--- src/rtl/tbce_pkg.sv ---
// ----------------------------------------------------------------------------
// tbce_pkg
// Types, codes and constants shared by the timed bus command encoder.
// ----------------------------------------------------------------------------
package tbce_pkg;

  // Default depth of the queue between front and back.
  localparam int QueueDepth = 4;

  // Configuration register indexes.
  localparam logic [1:0] CFG_CAPACITY = 2'd0;
  localparam logic [1:0] CFG_RATIO    = 2'd1;
  localparam logic [1:0] CFG_MAX_DEBT = 2'd2;

  // Input function codes.
  localparam logic [2:0] FUNC_WRITE   = 3'd0;
  localparam logic [2:0] FUNC_WAIT    = 3'd1;
  localparam logic [2:0] FUNC_SPECIAL = 3'd2;
  localparam logic [2:0] FUNC_FLUSH   = 3'd3;
  localparam logic [2:0] FUNC_START   = 3'd4;

  // Result kinds.
  localparam logic [1:0] KIND_WORD = 2'd0;
  localparam logic [1:0] KIND_WAIT = 2'd1;
  localparam logic [1:0] KIND_DROP = 2'd2;

  // Reset values of the configuration registers.
  localparam logic [20:0] CapLimit      = 21'h100000;
  localparam logic [7:0]  RatioReset    = 8'd1;
  localparam logic [31:0] MaxDebtReset  = 32'hFFFF_FFFF;

  localparam logic [30:0] DelayMax      = 31'h7FFF_FFFF;
  localparam logic [4:0]  StepOpcode    = 5'h01;
  localparam logic [31:0] SpecialDebt   = 32'd3;

  typedef enum logic [1:0] {
    OP_WRITE,
    OP_WAIT,
    OP_SPECIAL,
    OP_START
  } op_t;

  // One classified command in the queue.
  typedef struct packed {
    op_t         op;
    logic [31:0] arg_high;
    logic [31:0] arg_low;
  } cmd_t;

  typedef struct packed {
    logic [20:0] buffer_capacity;
    logic [7:0]  bus_clock_ratio;
    logic [31:0] max_debt_cycles;
  } cfg_t;

  // Result as the back end produces it; the time sum is formed later.
  typedef struct packed {
    logic [1:0]  kind;
    logic [31:0] command_low;
    logic [31:0] command_high;
    logic [19:0] entry_index;
    logic        debt_exceeded;
    logic        last;
    logic [47:0] abs_time;
    logic [31:0] pend_delay;
  } rslt_t;

endpackage

--- src/rtl/tbce_if.sv ---
// ----------------------------------------------------------------------------
// tbce_if
// Valid/ready channels for commands into and results out of the encoder.
// ----------------------------------------------------------------------------
interface tbce_cmd_if;
  logic        valid;
  logic        ready;
  logic [2:0]  func;
  logic [30:0] wait_cycles;
  logic [15:0] bus_address;
  logic [15:0] bus_data;
  logic [31:0] special_high;
  logic [31:0] special_low;

  modport source (
    output valid, func, wait_cycles, bus_address, bus_data, special_high, special_low,
    input  ready
  );
  modport sink (
    input  valid, func, wait_cycles, bus_address, bus_data, special_high, special_low,
    output ready
  );
endinterface

interface tbce_res_if;
  logic        valid;
  logic        ready;
  logic [1:0]  kind;
  logic [31:0] command_low;
  logic [31:0] command_high;
  logic [19:0] entry_index;
  logic        debt_exceeded;
  logic [47:0] current_time;
  logic        last;

  modport source (
    output valid, kind, command_low, command_high, entry_index, debt_exceeded,
           current_time, last,
    input  ready
  );
  modport sink (
    input  valid, kind, command_low, command_high, entry_index, debt_exceeded,
           current_time, last,
    output ready
  );
endinterface

--- src/rtl/timed_bus_command_encoder_top.sv ---
// A command passes the queue, the back-end result and the output registers.
// Throughput: one command per cycle while the result sink is ready, limited by
// the single-result back end; a special command flushing a held bus word is split.
// Reset (synchronous, active high) empties the queue and pipeline, restores the
// configuration defaults and starts a fresh sequence.
// ----------------------------------------------------------------------------
// timed_bus_command_encoder_top
// Builds 64-bit sequencer command words from bus writes, waits and specials.
// ----------------------------------------------------------------------------
module timed_bus_command_encoder_top import tbce_pkg::*; #(
  parameter int QUEUE_DEPTH = QueueDepth
) (
  input  logic        clk,
  input  logic        rst,
  tbce_cmd_if.sink    cmd_in,
  tbce_res_if.source  res_out,
  input  logic        cfg_we,
  input  logic [1:0]  cfg_index,
  input  logic [31:0] cfg_data
);

  cfg_t  cfg;
  logic  push;
  cmd_t  push_cmd;
  logic  queue_full;
  logic  cmd_pop;
  logic  cmd_valid;
  cmd_t  cmd;
  logic  rslt_valid;
  rslt_t rslt;
  logic  out_valid;
  logic  out_adv;

  always_ff @(posedge clk) begin
    if (rst) begin
      cfg.buffer_capacity <= CapLimit;
      cfg.bus_clock_ratio <= RatioReset;
      cfg.max_debt_cycles <= MaxDebtReset;
    end else if (cfg_we) begin
      unique case (cfg_index)
        CFG_CAPACITY: cfg.buffer_capacity <= cfg_data[20:0];
        CFG_RATIO:    cfg.bus_clock_ratio <= cfg_data[7:0];
        CFG_MAX_DEBT: cfg.max_debt_cycles <= cfg_data;
        default:      cfg                 <= cfg;
      endcase
    end
  end

  tbce_front u_front (
    .cmd_in     (cmd_in),
    .queue_full (queue_full),
    .push       (push),
    .push_cmd   (push_cmd)
  );

  tbce_queue #(
    .DEPTH (QUEUE_DEPTH)
  ) u_queue (
    .clk      (clk),
    .rst      (rst),
    .push     (push),
    .push_cmd (push_cmd),
    .full     (queue_full),
    .pop      (cmd_pop),
    .avail    (cmd_valid),
    .head     (cmd)
  );

  tbce_back u_back (
    .clk        (clk),
    .rst        (rst),
    .cfg        (cfg),
    .cmd_valid  (cmd_valid),
    .cmd        (cmd),
    .cmd_pop    (cmd_pop),
    .rslt_valid (rslt_valid),
    .rslt       (rslt),
    .rslt_ready (out_adv)
  );

  // Output register; the sequence time is summed on the way in.
  assign out_adv       = !out_valid || res_out.ready;
  assign res_out.valid = out_valid;

  always_ff @(posedge clk) begin
    if (rst) begin
      out_valid <= 1'b0;
    end else if (out_adv) begin
      out_valid <= rslt_valid;
    end
  end

  always_ff @(posedge clk) begin
    if (out_adv && rslt_valid) begin
      res_out.kind          <= rslt.kind;
      res_out.command_low   <= rslt.command_low;
      res_out.command_high  <= rslt.command_high;
      res_out.entry_index   <= rslt.entry_index;
      res_out.debt_exceeded <= rslt.debt_exceeded;
      res_out.last          <= rslt.last;
      res_out.current_time  <= rslt.abs_time + {16'h0, rslt.pend_delay};
    end
  end

endmodule

--- src/rtl/tbce_front.sv ---
// ----------------------------------------------------------------------------
// tbce_front
// Accepts input words, decodes the function and pushes a compact command.
// ----------------------------------------------------------------------------
module tbce_front import tbce_pkg::*; (
  tbce_cmd_if.sink cmd_in,
  input  logic     queue_full,
  output logic     push,
  output cmd_t     push_cmd
);

  logic take;

  assign cmd_in.ready = !queue_full;
  assign take         = cmd_in.valid && !queue_full;

  always_comb begin
    push              = 1'b0;
    push_cmd.op       = OP_WRITE;
    push_cmd.arg_high = '0;
    push_cmd.arg_low  = '0;
    unique case (cmd_in.func)
      FUNC_WRITE: begin
        push             = take;
        push_cmd.arg_low = {cmd_in.bus_address, cmd_in.bus_data};
      end
      FUNC_WAIT: begin
        push             = take;
        push_cmd.op      = OP_WAIT;
        push_cmd.arg_low = {1'b0, cmd_in.wait_cycles};
      end
      FUNC_SPECIAL: begin
        push              = take;
        push_cmd.op       = OP_SPECIAL;
        push_cmd.arg_high = cmd_in.special_high;
        push_cmd.arg_low  = cmd_in.special_low;
      end
      // A flush is a bus write of zero content.
      FUNC_FLUSH: begin
        push = take;
      end
      FUNC_START: begin
        push        = take;
        push_cmd.op = OP_START;
      end
      // Unknown functions are accepted and discarded.
      default: begin
        push = 1'b0;
      end
    endcase
  end

endmodule

--- src/rtl/tbce_queue.sv ---
// ----------------------------------------------------------------------------
// tbce_queue
// Small register FIFO that decouples the front end from the back end.
// ----------------------------------------------------------------------------
module tbce_queue import tbce_pkg::*; #(
  parameter int DEPTH = QueueDepth
) (
  input  logic clk,
  input  logic rst,
  input  logic push,
  input  cmd_t push_cmd,
  output logic full,
  input  logic pop,
  output logic avail,
  output cmd_t head
);

  localparam int PtrW = (DEPTH > 1) ? $clog2(DEPTH) : 1;
  localparam int CntW = $clog2(DEPTH + 1);
  localparam logic [PtrW-1:0] LastPtr = PtrW'(DEPTH - 1);
  localparam logic [CntW-1:0] FullCnt = CntW'(DEPTH);

  cmd_t            entries [DEPTH];
  logic [PtrW-1:0] wr_ptr;
  logic [PtrW-1:0] rd_ptr;
  logic [CntW-1:0] count;
  logic            do_push;
  logic            do_pop;

  assign full    = (count == FullCnt);
  assign avail   = (count != '0);
  assign head    = entries[rd_ptr];
  assign do_push = push && !full;
  assign do_pop  = pop && avail;

  always_ff @(posedge clk) begin
    if (rst) begin
      wr_ptr <= '0;
      rd_ptr <= '0;
      count  <= '0;
    end else begin
      if (do_push) begin
        wr_ptr <= (wr_ptr == LastPtr) ? '0 : wr_ptr + 1'b1;
      end
      if (do_pop) begin
        rd_ptr <= (rd_ptr == LastPtr) ? '0 : rd_ptr + 1'b1;
      end
      if (do_push && !do_pop) begin
        count <= count + 1'b1;
      end else if (do_pop && !do_push) begin
        count <= count - 1'b1;
      end
    end
  end

  always_ff @(posedge clk) begin
    if (do_push) begin
      entries[wr_ptr] <= push_cmd;
    end
  end

endmodule

--- src/rtl/tbce_back.sv ---
// ----------------------------------------------------------------------------
// tbce_back
// Executes commands on the timing state, one result per cycle unless stalled.
// ----------------------------------------------------------------------------
module tbce_back import tbce_pkg::*; (
  input  logic  clk,
  input  logic  rst,
  input  cfg_t  cfg,
  input  logic  cmd_valid,
  input  cmd_t  cmd,
  output logic  cmd_pop,
  output logic  rslt_valid,
  output rslt_t rslt,
  input  logic  rslt_ready
);

  function automatic logic [31:0] sat_add32(logic [31:0] a, logic [31:0] b);
    logic [32:0] s;
    s = {1'b0, a} + {1'b0, b};
    return s[32] ? 32'hFFFF_FFFF : s[31:0];
  endfunction

  // Clamp a 34-bit sum into the 33-bit signed debt range.
  function automatic logic [32:0] debt_clamp(logic [33:0] s);
    logic [32:0] r;
    if (s[33] != s[32]) begin
      r = s[33] ? {1'b1, 32'h0} : {1'b0, 32'hFFFF_FFFF};
    end else begin
      r = s[32:0];
    end
    return r;
  endfunction

  logic [20:0] entry_count, entry_count_next;
  logic [31:0] held_bus_word, held_bus_word_next;
  logic        last_was_special, last_was_special_next;
  logic [31:0] pending_delay, pending_delay_next;
  logic [31:0] time_debt, time_debt_next;
  logic [32:0] current_debt, current_debt_next;
  logic [47:0] absolute_time, absolute_time_next;
  logic        phase, phase_next;

  logic        advance;
  logic        go;
  logic        emit;
  rslt_t       rslt_d;
  logic [20:0] cap_eff;
  logic        full;

  // Shared bus-write datapath.
  logic [31:0] wr_content;
  logic        wr_zero;
  logic [31:0] wr_ratio;
  logic [31:0] wr_spacing;
  logic [31:0] wr_debt;
  logic [32:0] wr_cdebt;
  logic [47:0] wr_abs;
  logic [30:0] wr_delay;

  // Wait datapath.
  logic [31:0] wt_pend;
  logic [31:0] wt_pend_out;
  logic [31:0] wt_debt;
  logic [32:0] wt_cdebt;
  logic        wt_exc;

  assign cap_eff = (cfg.buffer_capacity > CapLimit) ? CapLimit : cfg.buffer_capacity;
  assign full    = (entry_count >= cap_eff);
  assign advance = !rslt_valid || rslt_ready;
  assign go      = cmd_valid && advance;

  assign wr_content = (cmd.op == OP_SPECIAL) ? held_bus_word : cmd.arg_low;
  assign wr_ratio   = {24'h0, cfg.bus_clock_ratio};
  assign wr_zero    = (pending_delay == '0);
  assign wr_spacing = wr_zero ? wr_ratio : pending_delay;
  assign wr_debt    = wr_zero ? sat_add32(time_debt, wr_ratio) : time_debt;
  assign wr_cdebt   = wr_zero ? debt_clamp({current_debt[32], current_debt} + {2'b0, wr_ratio})
                              : current_debt;
  assign wr_abs     = absolute_time + {16'h0, pending_delay}
                    + {{15{wr_cdebt[32]}}, wr_cdebt};
  assign wr_delay   = wr_spacing[31] ? DelayMax : wr_spacing[30:0];

  // A wait pays off outstanding debt before it adds to the pending delay.
  always_comb begin
    wt_pend     = sat_add32(pending_delay, cmd.arg_low);
    wt_pend_out = wt_pend;
    wt_debt     = time_debt;
    wt_cdebt    = current_debt;
    wt_exc      = 1'b0;
    if (time_debt != '0) begin
      if (wt_pend > time_debt) begin
        wt_pend_out = wt_pend - time_debt;
        wt_debt     = '0;
        wt_cdebt    = '0;
      end else begin
        wt_pend_out = '0;
        wt_debt     = time_debt - wt_pend;
        wt_cdebt    = debt_clamp({current_debt[32], current_debt} - {2'b0, wt_pend});
      end
      wt_exc = (wt_debt > cfg.max_debt_cycles);
    end
  end

  always_comb begin
    entry_count_next      = entry_count;
    held_bus_word_next    = held_bus_word;
    last_was_special_next = last_was_special;
    pending_delay_next    = pending_delay;
    time_debt_next        = time_debt;
    current_debt_next     = current_debt;
    absolute_time_next    = absolute_time;
    phase_next            = phase;
    cmd_pop               = 1'b0;
    emit                  = 1'b0;

    rslt_d.kind          = KIND_DROP;
    rslt_d.command_low   = '0;
    rslt_d.command_high  = '0;
    rslt_d.entry_index   = '0;
    rslt_d.debt_exceeded = 1'b0;
    rslt_d.last          = 1'b1;
    rslt_d.abs_time      = absolute_time;
    rslt_d.pend_delay    = pending_delay;

    // The first half of a special command flushes the held bus word.
    if ((cmd.op == OP_WRITE) || ((cmd.op == OP_SPECIAL) && !phase && !last_was_special)) begin
      if (cmd.op == OP_SPECIAL) begin
        rslt_d.last = 1'b0;
        phase_next  = 1'b1;
      end else begin
        cmd_pop = go;
      end
      if (full) begin
        emit = 1'b1;
      end else begin
        time_debt_next        = wr_debt;
        current_debt_next     = '0;
        absolute_time_next    = wr_abs;
        pending_delay_next    = '0;
        held_bus_word_next    = wr_content;
        last_was_special_next = 1'b0;
        rslt_d.abs_time       = wr_abs;
        rslt_d.pend_delay     = '0;
        if (!last_was_special) begin
          emit                = 1'b1;
          entry_count_next    = entry_count + 1'b1;
          rslt_d.kind         = KIND_WORD;
          rslt_d.command_low  = {wr_delay[26:0], StepOpcode};
          rslt_d.command_high = {held_bus_word[27:0], wr_delay[30:27]};
          rslt_d.entry_index  = entry_count[19:0];
        end
      end
    end else begin
      cmd_pop = go;
      unique case (cmd.op)
        OP_WAIT: begin
          emit                 = 1'b1;
          pending_delay_next   = wt_pend_out;
          time_debt_next       = wt_debt;
          current_debt_next    = wt_cdebt;
          rslt_d.kind          = KIND_WAIT;
          rslt_d.debt_exceeded = wt_exc;
          rslt_d.pend_delay    = wt_pend_out;
        end
        OP_SPECIAL: begin
          emit       = 1'b1;
          phase_next = 1'b0;
          if (!full) begin
            entry_count_next      = entry_count + 1'b1;
            last_was_special_next = 1'b1;
            time_debt_next        = sat_add32(time_debt, SpecialDebt);
            current_debt_next     = debt_clamp({current_debt[32], current_debt}
                                               + {2'b0, SpecialDebt});
            rslt_d.kind           = KIND_WORD;
            rslt_d.command_low    = cmd.arg_low;
            rslt_d.command_high   = cmd.arg_high;
            rslt_d.entry_index    = entry_count[19:0];
          end
        end
        OP_START: begin
          entry_count_next      = '0;
          held_bus_word_next    = '0;
          last_was_special_next = 1'b1;
          pending_delay_next    = '0;
          time_debt_next        = '0;
          current_debt_next     = '0;
          absolute_time_next    = '0;
        end
        default: begin
          emit = 1'b0;
        end
      endcase
    end
  end

  always_ff @(posedge clk) begin
    if (rst) begin
      entry_count      <= '0;
      held_bus_word    <= '0;
      last_was_special <= 1'b1;
      pending_delay    <= '0;
      time_debt        <= '0;
      current_debt     <= '0;
      absolute_time    <= '0;
      phase            <= 1'b0;
      rslt_valid       <= 1'b0;
    end else begin
      if (go) begin
        entry_count      <= entry_count_next;
        held_bus_word    <= held_bus_word_next;
        last_was_special <= last_was_special_next;
        pending_delay    <= pending_delay_next;
        time_debt        <= time_debt_next;
        current_debt     <= current_debt_next;
        absolute_time    <= absolute_time_next;
        phase            <= phase_next;
      end
      if (advance) begin
        rslt_valid <= go && emit;
      end
    end
  end

  always_ff @(posedge clk) begin
    if (go && emit) begin
      rslt <= rslt_d;
    end
  end

endmodule

--- src/flat_wrapper.sv ---
// flat-port wrapper written by rule: the top's interface ports become plain ports
module timed_bus_command_encoder_top_flat import tbce_pkg::*;
#(
  parameter int QUEUE_DEPTH = QueueDepth
)
  (clk, rst, cfg_we, cfg_index, cfg_data, cmd_in_valid, cmd_in_func, cmd_in_wait_cycles, cmd_in_bus_address, cmd_in_bus_data, cmd_in_special_high, cmd_in_special_low, cmd_in_ready, res_out_valid, res_out_kind, res_out_command_low, res_out_command_high, res_out_entry_index, res_out_debt_exceeded, res_out_current_time, res_out_last, res_out_ready);
  tbce_cmd_if cmd_in_i ();
  tbce_res_if res_out_i ();
  input  logic clk;
  input  logic rst;
  input  logic cfg_we;
  input  logic [1:0] cfg_index;
  input  logic [31:0] cfg_data;
  input wire logic [$bits(cmd_in_i.valid)-1:0] cmd_in_valid;
  input wire logic [$bits(cmd_in_i.func)-1:0] cmd_in_func;
  input wire logic [$bits(cmd_in_i.wait_cycles)-1:0] cmd_in_wait_cycles;
  input wire logic [$bits(cmd_in_i.bus_address)-1:0] cmd_in_bus_address;
  input wire logic [$bits(cmd_in_i.bus_data)-1:0] cmd_in_bus_data;
  input wire logic [$bits(cmd_in_i.special_high)-1:0] cmd_in_special_high;
  input wire logic [$bits(cmd_in_i.special_low)-1:0] cmd_in_special_low;
  output wire logic [$bits(cmd_in_i.ready)-1:0] cmd_in_ready;
  output wire logic [$bits(res_out_i.valid)-1:0] res_out_valid;
  output wire logic [$bits(res_out_i.kind)-1:0] res_out_kind;
  output wire logic [$bits(res_out_i.command_low)-1:0] res_out_command_low;
  output wire logic [$bits(res_out_i.command_high)-1:0] res_out_command_high;
  output wire logic [$bits(res_out_i.entry_index)-1:0] res_out_entry_index;
  output wire logic [$bits(res_out_i.debt_exceeded)-1:0] res_out_debt_exceeded;
  output wire logic [$bits(res_out_i.current_time)-1:0] res_out_current_time;
  output wire logic [$bits(res_out_i.last)-1:0] res_out_last;
  input wire logic [$bits(res_out_i.ready)-1:0] res_out_ready;
  assign cmd_in_i.valid = cmd_in_valid;
  assign cmd_in_i.func = cmd_in_func;
  assign cmd_in_i.wait_cycles = cmd_in_wait_cycles;
  assign cmd_in_i.bus_address = cmd_in_bus_address;
  assign cmd_in_i.bus_data = cmd_in_bus_data;
  assign cmd_in_i.special_high = cmd_in_special_high;
  assign cmd_in_i.special_low = cmd_in_special_low;
  assign cmd_in_ready = cmd_in_i.ready;
  assign res_out_valid = res_out_i.valid;
  assign res_out_kind = res_out_i.kind;
  assign res_out_command_low = res_out_i.command_low;
  assign res_out_command_high = res_out_i.command_high;
  assign res_out_entry_index = res_out_i.entry_index;
  assign res_out_debt_exceeded = res_out_i.debt_exceeded;
  assign res_out_current_time = res_out_i.current_time;
  assign res_out_last = res_out_i.last;
  assign res_out_i.ready = res_out_ready;
  timed_bus_command_encoder_top #(.QUEUE_DEPTH(QUEUE_DEPTH)) u_core (.clk(clk), .rst(rst), .cmd_in(cmd_in_i), .res_out(res_out_i), .cfg_we(cfg_we), .cfg_index(cfg_index), .cfg_data(cfg_data));
endmodule
--- config.mk ---
export PLATFORM = sky130hd
export DESIGN_NAME = timed_bus_command_encoder_top_flat
export DESIGN_NICKNAME = d
export VERILOG_FILES = /design/src/rtl/tbce_pkg.sv /design/src/rtl/tbce_if.sv /design/src/rtl/timed_bus_command_encoder_top.sv /design/src/rtl/tbce_front.sv /design/src/rtl/tbce_queue.sv /design/src/rtl/tbce_back.sv /design/src/flat_wrapper.sv
export SDC_FILE = /design/constraint.sdc
export NUM_CORES = 2
export LEC_CHECK = 0
export BUFFER_PORTS_ARGS = -buffer_cell sky130_fd_sc_hd__buf_2
export CAP_MARGIN = 20
export CORE_MARGIN = 1.5
export CORE_UTILIZATION = 35
export DETAILED_ROUTE_END_ITERATION = 12
export SYNTH_ARGS = -nofsm -noshare
export SYNTH_HDL_FRONTEND = slang
export SYNTH_SLANG_ARGS = --single-unit
--- constraint.sdc ---
create_clock -name clk -period 17.3 [get_ports clk]
set_input_delay 0.865 -clock clk [delete_from_list [all_inputs] [get_ports clk]]
set_output_delay 0.865 -clock clk [all_outputs]
set_load 0.1 [all_outputs]
==> impl_metrics.csv <==
group,metric,value,unit
clock_network,cts.sinks,836,
synthesis,yosysUniqueCellTypes,102,
detailed_routing,drc,0,
clock_network,ctsHoldBuffers,0,
min_path,min_delay_path_depth,2,
clock_network,cts_max_level,3,
detailed_routing,drt_iter0_markers,3938,
synthesis,async_flop_share,0,%
synthesis,synth-edff-count,568,
detailed_routing,drt-pass1-iter-count,6,
global_route,grt_max_degree,130,
clock_network,numCtsBuffers,89,
timing,finalClockSkew,0.07790,ns
synthesis,ys.flop_type,"edfxtp_1",
detailed_routing,wl_per_cell,24.71,um
clock_network,clk_path_buf_depth,3,
die,row_count,137,
setup_path,crit_family,"compound AO/OA/AOI/OAI gates",
clock_network,cts_setup_buffers,0,
timing,relSlewSlack,26.06,%
detailed_routing,post_drt_via_cell_ratio,5.700,
global_route,grt_antenna_before_repair,6,
synthesis,synth_top_family_by_area,"compound AO/OA/AOI/OAI gates",
timing,tightestPinTransition,1.109,ns
clock_network,clkSlewWorstSetupHoldPaths,0.06,ns
synthesis,synth.area.mux_share,4.310,%
synthesis,yosysSeqAreaShare,45.29,%
detailed_routing,routed_wl,175300,um
setup_path,crit_path_start_kind,"register",
job,drv_cap,0,
min_path,hold_end,"u_core.u_back.absolute_time[3]",
global_route,grt_overflow,0,
clock_network,cts_resized,0,
synthesis,netlist_instances,4920,
die,pin_count,307,
setup_path,regToRegSetupSlack,7.72,ns
die,die_h,379.1,um
clock_network,insertion_delay,0.75,ns
setup_path,worstPathArrival,9.97,ns
finish,drive_gt1_share,13.75,%
finish,fillCellCount,13740,
finish,syn2layout_area_growth,13.69,%
detailed_routing,vias,40430,
synthesis,synth_area_leaders,"edfxtp_1, dfxtp_1, ha_1",
setup_path,crit_buf_inv,3,
status,status,"finished, final reports clean",
synthesis,synthXorXnorAreaFrac,4.459,%
setup_path,worstSetupPathType,"register to register",
synthesis,synth_seq_cells,836,
timing,setup-tns-final,0,ns
timing,finalSetupViolCount,0,
die,start_util,35.39,%
timing,rsz0062_at_grt,"false",
setup_path,rr_endpoint,"u_core.u_back.rslt[81]",
synthesis,syn_area_per_cell,10.06,um2
timing,final-hold-violation-count,0,
synthesis,synth_compound_area_share,18.78,%
die,die_w,379.1,um
setup_path,cp_max_fo,37,
timing,period_minus_slack,9.578,ns
placed_design,hpwlAfterDp,132800,um
placed_design,portBuffers,306,
synthesis,syn_area,49500,um2
synthesis,synth_most_common_cell,"edfxtp_1",
die,core_area,139900,um2
timing,fmax,104.4,MHz
timing,maxSlewViolCount,0,
clock_network,cts_tree,"yes",
synthesis,yosys_warnings,0,
setup_path,crit_path_top_delay_cell,"dfxtp_4",
clock_network,cts_root_buf,"clkbuf_16",
global_route,grtUsageTotal,23.95,%
placed_design,gp_congestion,0.9899,
detailed_routing,drtAntennaViolNets,0,
die,die-area,143700,um2
setup_path,critPathCaptureType,"register",
synthesis,synthAdderAreaFrac,9.367,%
global_route,grt_first_pass_wirelength,257100,um
setup_path,cp_slowest_stage_delay,0.74,ns
timing,finalCritPeriodShare,55.36,%
synthesis,synth_largest_area_cell,"edfxtp_1",
global_route,first_global_vias,38490,
setup_path,cp.required,17.70,ns
synthesis,synth_common_cells,"edfxtp_1, nand2_1, nor2_1",
min_path,worstHoldStart,"rst",
min_path,hold_path.class,"primary input to register",
synthesis,synth_top_area_share,34.46,%
finish,nets,5653,
synthesis,synth_nets,5435,
synthesis,synth_simple_gate_area_share,14.22,%
setup_path,reg2reg_depth,31,
[how the worst max path moves through the flow]
stage	depth (start not counted)	slack [ns]	to	start
after detailed placement	31	7.82	u_core.u_back.rslt[81]	register
after floorplan	10	6.58	u_core.u_back.rslt[0]	register
after global routing	30	7.12	u_core.u_back.rslt[81]	register
final	31	7.72	u_core.u_back.rslt[81]	register
after global placement	31	7.96	u_core.u_back.rslt[81]	register
after CTS	31	7.75	u_core.u_back.rslt[81]	register
[registers in the layout, indices dropped and copies added (netlist names), named ones only]
signal / flops
u_core.u_back.pending_delay: 32
u_core.u_back.rslt: 168
u_core.u_back.absolute_time: 48
u_core.u_queue.entries: 264
u_core.u_queue.rd_ptr: 2
u_core.res_out.entry_index: 20
u_core.cfg: 61
u_core.u_back.phase: 1
u_core.u_queue.count: 3
u_core.u_back.rslt_valid: 1
u_core.u_back.time_debt: 32
u_core.res_out.current_time: 48
u_core.u_back.current_debt: 33
u_core.res_out.valid: 1
u_core.res_out.kind: 2
u_core.u_back.held_bus_word: 28
u_core.res_out.last: 1
u_core.u_back.entry_count: 21
u_core.res_out.debt_exceeded: 1
u_core.u_back.last_was_special: 1
u_core.res_out.command_low: 32
u_core.u_queue.wr_ptr: 2
u_core.res_out.command_high: 32
[cells in the final DEF, fill, tap and decap left out, types with 14 or more instances in the layout]
| cell | instances |
|---|---|
| clkbuf_16 | 91 |
| nor4_1 | 43 |
| nand4_1 | 74 |
| or3_1 | 34 |
| mux2i_1 | 50 |
| o211ai_1 | 63 |
| o31ai_1 | 15 |
| edfxtp_1 | 568 |
| buf_4 | 79 |
| buf_2 | 308 |
| a21oi_1 | 371 |
| nor2b_1 | 44 |
| nand3_1 | 102 |
| or2_2 | 21 |
| a211oi_1 | 45 |
| and2_1 | 61 |
| a31oi_1 | 50 |
| mux4_2 | 66 |
| inv_1 | 180 |
| nor2_1 | 409 |
| and3_1 | 42 |
| xor2_1 | 91 |
| nand2b_1 | 38 |
| dfxtp_1 | 266 |
| nor3_1 | 68 |
| fa_1 | 41 |
| a22oi_1 | 84 |
| nand2_1 | 485 |
| o21ai_0 | 300 |
| o21ai_1 | 14 |
| o22ai_1 | 15 |
| a22o_1 | 69 |
| ha_1 | 305 |
| a221oi_1 | 15 |
| a21o_1 | 127 |
| xnor2_1 | 160 |
| o221ai_1 | 17 |
| o21bai_1 | 40 |
| clkbuf_1 | 16 |
| o21a_1 | 41 |
[final cells by class]
class / count / area [um2] / share of cell area [%]
well taps: 1876 / 2347 / 4.171
clock buffers: 120 / 2516 / 4.471
repair buffers: 391 / 2197 / 3.904
diodes: 2 / 5.005 / 0.008893
multi-input cells: 3640 / 25430 / 45.19
inverters: 180 / 675.6 / 1.201
flip-flops and latches: 836 / 22430 / 39.85
clock inverters: 48 / 679.4 / 1.207
[worst reg2reg max path, delay by kind of cell (launching register included)]
family / cells / cell delay, ns
flip-flops: 1 / 0.74
multiplexers: 1 / 0.67
AND/OR/NAND/NOR: 9 / 1.85
adder cells (fa/ha/maj): 3 / 1.16
AO/OA/AOI/OAI: 15 / 3.69
buffers and inverters: 3 / 1.17
[per-stage QoR]
stage	area (um2)	util (%)	worst slack (ns)	hold WS, ns	std cells
3_3_place_gp	53020	37.90	7.957	0.4010	6917
4_1_cts	56230	40.20	7.752	0.3372	7088
6_report	56280	40.23	7.722	0.3964	7093
5_1_grt	56270	40.23	7.117	0.3836	7091
2_1_floorplan	49500	-	6.578	0.4003	4920
3_5_place_dp	53030	37.92	7.823	0.4045	6920
[routing by layer]
| layer | global-route usage [%] | wire length, um | vias to the layer above |
|---|---|---|---|
| met5 | 0 | 26 | - |
| met4 | 9.449 | 6769 | 4 |
| met1 | 32.36 | 75310 | 19710 |
| met2 | 37.95 | 79640 | 1713 |
| li1 | - | - | 18720 |
| met3 | 4.209 | 13550 | 283 |
[cell families (layout without fill, tap and decap cells)]
logic type,after synthesis,count (layout)
AO/OA/AOI/OAI,1415,1415
flip-flops,836,836
multiplexers,129,129
XOR/XNOR,252,252
adder cells (fa/ha/maj),346,346
other,0,2
AND/OR/NAND/NOR,1498,1498
buffers and inverters,444,739
Power is left out: the tool's default activity adds up to more than one toggle a clock period on the data nets, which glitch-free logic cannot reach.
